File: config.mk
export PLATFORM = sky130hd
export DESIGN_NAME = light_pulse_byte_receiver_top
export DESIGN_NICKNAME = d
export VERILOG_FILES = /design/src/rtl/lpbr_pkg.sv /design/src/rtl/lpbr_frame.sv /design/src/rtl/light_pulse_byte_receiver_top.sv
export SDC_FILE = /design/constraint.sdc
export NUM_CORES = 1
export LEC_CHECK = 0
export BUFFER_PORTS_ARGS = -buffer_cell sky130_fd_sc_hd__buf_2
export CORE_MARGIN = 2
export CORE_UTILIZATION = 64
export DETAILED_ROUTE_END_ITERATION = 7
export PLACE_DENSITY_LB_ADDON = 0.05
export SYNTH_ARGS = -nofsm -noshare
export SYNTH_HDL_FRONTEND = slang
export SYNTH_SLANG_ARGS = --single-unit
export TNS_END_PERCENT = 5
File: constraint.sdc
create_clock -name clk -period 12.4 [get_ports clk]
set_input_delay 3.1 -clock clk [delete_from_list [all_inputs] [get_ports clk]]
set_output_delay 3.1 -clock clk [all_outputs]
set_load 0.03 [all_outputs]
File: src/rtl/lpbr_pkg.sv
// ----------------------------------------------------------------------------
// lpbr_pkg
// Shared types and constants of the light pulse byte receiver.
// ----------------------------------------------------------------------------
`timescale 1ns / 1ps

package lpbr_pkg;

  // Fixed field widths
  localparam int BYTE_W = 8;
  localparam int TICK_W = 16;
  localparam int CFG_W  = 16;
  localparam int CFG_IDX_W = 2;

  // Register indexes on the configuration port
  localparam logic [CFG_IDX_W-1:0] CFG_AMBIENT_LEVEL    = 2'd0;
  localparam logic [CFG_IDX_W-1:0] CFG_LIGHT_MARGIN     = 2'd1;
  localparam logic [CFG_IDX_W-1:0] CFG_BIT_PERIOD_TICKS = 2'd2;

  // Register reset values
  localparam logic [CFG_W-1:0]  RST_AMBIENT_LEVEL = 16'd0;
  localparam logic [CFG_W-1:0]  RST_LIGHT_MARGIN  = 16'd10;
  localparam logic [TICK_W-1:0] RST_BIT_PERIOD    = 16'd1000;

  // Frame unit status toward the output stage
  typedef struct packed {
    logic              emit;     // current state emits a byte on the next step
    logic [BYTE_W-1:0] rx_byte;  // byte assembled so far
  } lpbr_frm_t;

endpackage

File: src/rtl/lpbr_frame.sv
// ----------------------------------------------------------------------------
// lpbr_frame
// Configuration registers, light detect and the frame timing/shift state.
// ----------------------------------------------------------------------------
`timescale 1ns / 1ps

module lpbr_frame #(
  parameter int BIT_COUNT    = 8,
  parameter int SAMPLE_WIDTH = 10
) (
  input  logic                            clk,
  input  logic                            rst_n,
  input  logic                            cfg_we,
  input  logic [lpbr_pkg::CFG_IDX_W-1:0]  cfg_idx,
  input  logic [lpbr_pkg::CFG_W-1:0]      cfg_wdata,
  input  logic                            step,
  input  logic [SAMPLE_WIDTH-1:0]         sample,
  output lpbr_pkg::lpbr_frm_t             frm
);
  import lpbr_pkg::*;

  localparam int IDX_W = $clog2(BIT_COUNT + 1);
  localparam logic [IDX_W-1:0] BIT_LAST = IDX_W'(BIT_COUNT);

  logic [SAMPLE_WIDTH-1:0] ambient_r;
  logic [SAMPLE_WIDTH-1:0] margin_r;
  logic [TICK_W-1:0]       period_r;

  logic                    receiving_r, receiving_nxt;
  logic [TICK_W-1:0]       tick_r, tick_nxt;
  logic [IDX_W-1:0]        idx_r, idx_nxt;
  logic [BYTE_W-1:0]       shift_r, shift_nxt;

  logic [SAMPLE_WIDTH:0]   limit;
  logic                    light;
  logic [TICK_W-1:0]       tick_inc;
  logic                    period_end;
  logic                    bits_done;

  // Configuration registers
  always_ff @(posedge clk) begin
    if (!rst_n) begin
      ambient_r <= RST_AMBIENT_LEVEL[SAMPLE_WIDTH-1:0];
      margin_r  <= RST_LIGHT_MARGIN[SAMPLE_WIDTH-1:0];
      period_r  <= RST_BIT_PERIOD;
    end else if (cfg_we) begin
      unique case (cfg_idx)
        CFG_AMBIENT_LEVEL:    ambient_r <= cfg_wdata[SAMPLE_WIDTH-1:0];
        CFG_LIGHT_MARGIN:     margin_r  <= cfg_wdata[SAMPLE_WIDTH-1:0];
        CFG_BIT_PERIOD_TICKS: period_r  <= cfg_wdata[TICK_W-1:0];
        default: ;
      endcase
    end
  end

  // Light detect: compare one bit wider so the threshold never wraps
  assign limit = {1'b0, ambient_r} + {1'b0, margin_r};
  assign light = {1'b0, sample} > limit;

  // Bit period timing
  assign tick_inc   = tick_r + 1'b1;
  assign period_end = (tick_inc == period_r);
  assign bits_done  = !(idx_r < BIT_LAST);

  // Frame state update for one sample
  always_comb begin
    receiving_nxt = receiving_r;
    tick_nxt      = tick_r;
    idx_nxt       = idx_r;
    shift_nxt     = shift_r;
    if (step) begin
      if (!receiving_r) begin
        if (light) begin
          receiving_nxt = 1'b1;
          tick_nxt      = '0;
          idx_nxt       = '0;
          shift_nxt     = '0;
        end
      end else if (!period_end) begin
        tick_nxt = tick_inc;
      end else begin
        tick_nxt = '0;
        if (!bits_done) begin
          shift_nxt = {shift_r[BYTE_W-2:0], light};
          idx_nxt   = idx_r + 1'b1;
        end else begin
          receiving_nxt = 1'b0;
          idx_nxt       = '0;
        end
      end
    end
  end

  always_ff @(posedge clk) begin
    if (!rst_n) begin
      receiving_r <= 1'b0;
      tick_r      <= '0;
      idx_r       <= '0;
      shift_r     <= '0;
    end else begin
      receiving_r <= receiving_nxt;
      tick_r      <= tick_nxt;
      idx_r       <= idx_nxt;
      shift_r     <= shift_nxt;
    end
  end

  // Emit depends on state only, not on the sample
  assign frm.emit    = receiving_r && period_end && bits_done;
  assign frm.rx_byte = shift_r;

endmodule

File: src/rtl/light_pulse_byte_receiver_top.sv
// ----------------------------------------------------------------------------
// light_pulse_byte_receiver_top
// Start-bit serial receiver on light samples: one byte per frame, MSB first.
// ----------------------------------------------------------------------------
//  channel | ports                              | direction
//  --------+------------------------------------+----------
//  in      | in_valid, in_stall, in_light_sample| sample in
//  out     | out_valid, out_stall, out_rx_byte  | byte out
//  cfg     | cfg_we, cfg_idx, cfg_wdata         | reg write
//
//  One sample is taken every cycle while in_stall is low; it is registered,
//  then processed in the frame unit; a byte is registered into the out slot
//  when the sample completing the frame is processed.
//  in_stall rises only when the frame-completing sample meets a stalled byte.
//  Reset (rst_n low, synchronous) clears the frame state and output valid and
//  loads the register defaults.
// ----------------------------------------------------------------------------
`timescale 1ns / 1ps

module light_pulse_byte_receiver_top #(
  parameter int BIT_COUNT    = 8,
  parameter int SAMPLE_WIDTH = 10
) (
  input  logic                            clk,
  input  logic                            rst_n,
  input  logic                            in_valid,
  output logic                            in_stall,
  input  logic [SAMPLE_WIDTH-1:0]         in_light_sample,
  output logic                            out_valid,
  input  logic                            out_stall,
  output logic [lpbr_pkg::BYTE_W-1:0]     out_rx_byte,
  input  logic                            cfg_we,
  input  logic [lpbr_pkg::CFG_IDX_W-1:0]  cfg_idx,
  input  logic [lpbr_pkg::CFG_W-1:0]      cfg_wdata
);
  import lpbr_pkg::*;

  logic                    s1_vld_r;
  logic [SAMPLE_WIDTH-1:0] s1_sample_r;
  logic                    out_vld_r, out_vld_nxt;
  logic [BYTE_W-1:0]       out_byte_r;
  logic                    hold;
  logic                    step;
  lpbr_frm_t               frm;

  // Hold only when a byte is due and the output slot is blocked
  assign hold     = s1_vld_r && frm.emit && out_vld_r && out_stall;
  assign step     = s1_vld_r && !hold;
  assign in_stall = hold;

  // Input register
  always_ff @(posedge clk) begin
    if (!rst_n) begin
      s1_vld_r <= 1'b0;
    end else if (!hold) begin
      s1_vld_r <= in_valid;
    end
  end

  always_ff @(posedge clk) begin
    if (in_valid && !hold) begin
      s1_sample_r <= in_light_sample;
    end
  end

  lpbr_frame #(
    .BIT_COUNT    (BIT_COUNT),
    .SAMPLE_WIDTH (SAMPLE_WIDTH)
  ) u_frame (
    .clk       (clk),
    .rst_n     (rst_n),
    .cfg_we    (cfg_we),
    .cfg_idx   (cfg_idx),
    .cfg_wdata (cfg_wdata),
    .step      (step),
    .sample    (s1_sample_r),
    .frm       (frm)
  );

  // Output register
  always_comb begin
    out_vld_nxt = out_vld_r && out_stall;
    if (step && frm.emit) begin
      out_vld_nxt = 1'b1;
    end
  end

  always_ff @(posedge clk) begin
    if (!rst_n) begin
      out_vld_r <= 1'b0;
    end else begin
      out_vld_r <= out_vld_nxt;
    end
  end

  always_ff @(posedge clk) begin
    if (step && frm.emit) begin
      out_byte_r <= frm.rx_byte;
    end
  end

  assign out_valid   = out_vld_r;
  assign out_rx_byte = out_byte_r;

endmodule

Word level (Yosys, flattened, before mapping)

Index checks and enable logic that the tools add are counted.

Add/sub/neg operators: 3
Shift-type cells: 0
Div/mod/pow operators: 0
Mux-type cells: 16
$mul: 0
$lt $le $gt $ge: 2
Reduce and logical (&&, ||, !) cells: 19
Bitwise logic cells: 0
Equality and inequality tests: 5

Operators with widths:

| operator                | count |
|---|---|
| $mux W16                | 3 |
| $mux W8                 | 4 |
| $add A16 B1 Y16 const B | 1 |
| $eq A16 B16 Y1          | 1 |
| $mux W4                 | 4 |
| $add A10 B10 Y11        | 1 |
| $gt A10 B11 Y1          | 1 |
| $logic_and A1 B1 Y1     | 9 |
| $reduce_and A2 Y1       | 4 |
| $mux W1                 | 5 |
| $add A4 B1 Y4 const B   | 1 |
| $lt A4 B4 Y1 const B    | 1 |
| $ne A2 B2 Y1 const B    | 2 |
| $reduce_and A4 Y1       | 1 |
| $reduce_and A3 Y1       | 1 |
| $eq A2 B1 Y1 const B    | 1 |
| $eq A2 B2 Y1 const B    | 1 |
| $logic_not A1 Y1        | 2 |
| $logic_not A2 Y1        | 1 |
| $reduce_bool A2 Y1      | 1 |

Bits in read-only memories: 0
Bits in latches: 0
Word-level logic and storage cells: 56
Memories kept: 0
Bits in writable memories: 0
Input port bits: 33
Register bits after elaboration: 85

Depth between registers and ports, before layout

Depth in word-level cells: 11
Mapped depth: 17
Mapped depth without buffers: 16

Hierarchy

A second synthesis with hierarchy kept.

Cell total of the unflattened synthesis: 474
Area total of the unflattened synthesis: 4321.6 sq um

By module, submodules not included:

| module                        | times used | cells an instance | area an instance (sq um) |
|---|---|---|---|
| lpbr_frame                    | 1          | 445               | 3686.0 |
| light_pulse_byte_receiver_top | 1          | 29                | 635.6 |

Worst setup path after synthesis

Ideal clock, no wire load.

Kind: input -> output
Start: in out_stall
End: out in_stall
Setup slack: 5274 ps
Arrival: 4026 ps
Cell stages on the path: 2
Cells stage by stage: nand3_1 > nor3_1

Cells in the longest elaborated chain, start to end: 1

Ends and longest elaborated chain:

| item                | RTL line                            | source |
|---|---|---|
| start: declaration  | light_pulse_byte_receiver_top.sv:30 | `input logic out_stall,` |
| $logic_and A1 B1 Y1 | light_pulse_byte_receiver_top.sv:47 | `assign hold = s1_vld_r && frm.emit && out_vld_r && out_stall;` |
| end: declaration    | light_pulse_byte_receiver_top.sv:27 | `output logic in_stall,` |

Every way passes these cells.

Final worst setup path

Same ends and word-level chain as after synthesis.

==> flow_summary_export.csv <==
group,metric,value,unit
run_status,status,"finished, final reports clean",
sta,worst_slack,5.354,ns
sta,fin_crit,7.046,ns
pwr,p_leak,1.993,nW
grt,grt_first_pass_wirelength,15390,microns
worst_setup_path,reg2reg_to,"u_frame.idx_r[0]$_SDFFE_PN0P_",
worst_hold_path,hold_path_depth,0,
clock_network,postCtsHoldBufs,0,
grt,grt_max_degree,39,
clock_network,clkTransAtPathRegs,0.09,ns
pwr,p_sw_share,25.62,%
drt,antenna_left,0,
sta,slew_violations,0,
drt,drt_iter0_drc,158,
yosys,yosys_warnings,0,
yosys,synth_area,4428,sq um
placed_design,post-place-ws,5.369,ns
worst_setup_path,r2r_start,"u_frame.margin_r[1]$_SDFFE_PN1P_",
layout,multi_input_area,2381,sq um
pwr,p_clk_share,38.4,%
yosys,synth_nets,533,
worst_setup_path,crit_start,"out_stall",
flow_run,cap_violations,0,
yosys,synth_edf_count,18,
floorplan,core,6756,sq um
clock_network,cts_tree,"done",
placed_design,hpwl,6795,microns
sta,relSlewSlack,22.14,%
layout,fin_nets,559,
yosys,synthCells,477,
worst_setup_path,start_kind,"input pin",
worst_setup_path,rr_worst_depth,16,
drt,maxUsedRoutingLayer,"met4",
floorplan,io_pins,43,
layout,fill_cells,516,
yosys,synth_seq_area_share,42.50,%
layout,seqCellArea,1882,sq um
worst_setup_path,cpPeakStageDelay,0.34,ns
floorplan,fp-row-count,30,
worst_setup_path,crit_fanout,3,
worst_setup_path,r2r_slack,7.90,ns
clock_network,clock_path_buffers,2,
layout,final_cell_mix,"67 x dfxtp_1, 61 x nand2_1, 42 x buf_2",
grt,antenna_found_initial,0,
sta,hold_viol,0,
sta,fmax,0.1419,GHz
pwr,finalPower,564.7,uW
pwr,pwr-share-seq,52.1,%
worst_setup_path,worst_path_most_repeated_cell,"buf_2",
placed_design,numPortBuffers,42,
layout,syn_to_final_growth,9.381,%
worst_hold_path,hold_class,"reg2reg",
drt,wire_per_inst,15.93,microns
worst_setup_path,cp.arrival,3.95,ns
worst_setup_path,cp_cell_sequence,"buf_2 > nand3_1 > nor3_1 > buf_2",
worst_hold_path,hp-start,"u_frame.shift_r[6]$_SDFFE_PN0P_",
sta,fin_worst_skew,0.01418,ns
sta,final.setup.tns,0,ns
sta,finalSetupViolations,0,
drt,route.met3.wl,350,microns
floorplan,die_width,87.18,microns
yosys,synth-seq-cells,85,
worst_setup_path,critPathCaptureType,"output port",
drt,wl_met2,4475,microns
sta,rsz0062_at_grt,"false",
yosys,post_synth_num_cell_types,59,
yosys,synth_ff_type,"dfxtp_1",
clock_network,cts.sink_count,85,
pwr,p_comb_share,9.5,%
pwr,powerDensity,116.6,nW/um^2
clock_network,cts_resized,0,
drt,routed_wirelength,9364,microns
drt,avgViaCountPerCell,6.099,
pwr,power.internal,420.0,uW
drt,drc,0,
yosys,async_reset_ff_share,0,%
sta,period_share,56.83,%
grt,grt_overflow_total,0,
floorplan,start_util,65.54,%
drt,firstDrtPassIters,5,
drt,vias,3586,
grt,track_usage,26.00,%
pwr,ir_drop,0.06850,mV
clock_network,postCtsSetupRepairBufs,0,
floorplan,fp.dieH,87.18,microns
pwr,p_switching,144.7,uW
layout,num_antenna_cells,0,
placed_design,finalWeightedCongestion,0.9557,
clock_network,clockRootBuffer,"clkbuf_8",
worst_hold_path,min_to,"out_rx_byte[6]$_DFFE_PP_",
layout,mostFrequentLayoutCell,"dfxtp_1",
floorplan,dieArea,7600,sq um
grt,grt_pass1_vias,3279,
clock_network,cts_buffers,9,
clock_network,htree_levels,3,
clock_network,clock_latency,0.37,ns
worst_setup_path,required,9.30,ns
worst_setup_path,crit_type,"in2out",
yosys,syn_area_per_cell,9.283,sq um
layout,drive_gt1_share,13.78,%
sta,tightest_slew,1.165,ns
worst_setup_path,slowest_stage,"nor3_1",
drt,wl_met1,4353,microns
-- kinds of logic after synthesis --
group	share of synthesized area [%]
AO/OA/AOI/OAI	13.34
adder cells (fa/ha/maj)	6.668
flip-flops	42.50
AND/OR/NAND/NOR	22.69
multiplexers	5.030
XOR/XNOR	5.934
buffers and inverters	3.843
-- sequential cells by signal, summed over array words and instances, names as in the netlist --
signal / flops
u_frame.period_r: 16
u_frame.tick_r: 16
s1_sample_r: 10
u_frame.ambient_r: 10
u_frame.margin_r: 10
out_rx_byte: 8
u_frame.shift_r: 8
u_frame.idx_r: 4
out_valid: 1
s1_vld_r: 1
u_frame.receiving_r: 1
-- per-layer routing --
metal  up-vias  track usage [%]
li1       1798                -
met1      1700            33.68
met2        74            42.82
met3        14            6.825
met4         0            7.832
met5         -                0
-- power by group through the flow --
| stage | sequential [mW] | clock, mW | combinational (mW) |
|---|---|---|---|
| 6_report | 0.294 | 0.217 | 0.0534 |
| 5_1_grt | 0.295 | 0.234 | 0.0602 |
| 3_5_place_dp | 0.301 | 0 | 0.0527 |
| 3_3_place_gp | 0.300 | 0 | 0.0510 |
| 4_1_cts | 0.294 | 0.221 | 0.0533 |
| 2_1_floorplan | 0.299 | 0 | 0.0378 |
-- cells in the mapped netlist (3+ instances only) --
library cell	n	area (sq um)
a21oi_1	26	130.1
clkbuf_1	12	45.04
and3_1	3	18.77
buf_2	7	35.03
a211oi_1	5	37.54
a21o_1	4	30.03
nand4_1	11	68.82
edfxtp_1	18	540.5
nand3_1	19	95.09
xnor2_1	16	140.1
nor2_1	30	112.6
nor2b_1	7	43.79
ha_1	22	275.3
a221o_1	10	100.1
o21bai_1	3	22.52
nor4b_1	3	26.28
buf_1	4	15.01
nand3b_1	9	67.56
a31oi_1	4	25.02
a22o_1	4	35.03
dfxtp_1	67	1341
nor3_1	22	110.1
mux2i_1	20	200.2
nor4_1	6	37.54
and4_1	5	43.79
o21a_1	3	22.52
a211o_1	5	43.79
inv_1	11	41.29
clkbuf_2	3	15.01
o21ai_0	9	45.04
xor2_1	14	122.6
nand2_1	61	229.0
and2_1	3	18.77
-- layout make-up --
cell class	count	area share [%]
Clock buffer	10	3.074
Inverter	11	0.8525
Tap cell	80	2.067
Timing Repair Buffer	43	4.495
Sequential cell	85	38.85
Clock inverter	6	1.498
Multi-Input combinational cell	353	49.16
-- worst max-delay path: cells and delay by family --
kind          cells  cell delay [ns]
simple gates      2             0.48
buf+inv           2             0.36
-- worst max path at each step --
stage          endpoint  slack, ns  depth (start not counted)
6_report       in_stall       5.35                          4
5_1_grt        in_stall       5.29                          4
4_1_cts        in_stall       5.37                          4
3_5_place_dp   in_stall       5.37                          4
3_3_place_gp   in_stall       5.41                          4
2_1_floorplan  in_stall       5.27                          2
-- metrics by stage --
| stage | instance area (sq um) | hold slack (ns) | utilization, % | instances |
|---|---|---|---|---|
| 2_1_floorplan | 4428 | 0.4084 | - | 477 |
| 3_3_place_gp | 4622 | 0.4380 | 68.41 | 572 |
| 3_5_place_dp | 4622 | 0.4418 | 68.41 | 572 |
| 4_1_cts | 4843 | 0.4512 | 71.69 | 588 |
| 5_1_grt | 4843 | 0.4695 | 71.69 | 588 |
| 6_report | 4843 | 0.4496 | 71.69 | 588 |
Power figures use the tool's default switching activity.
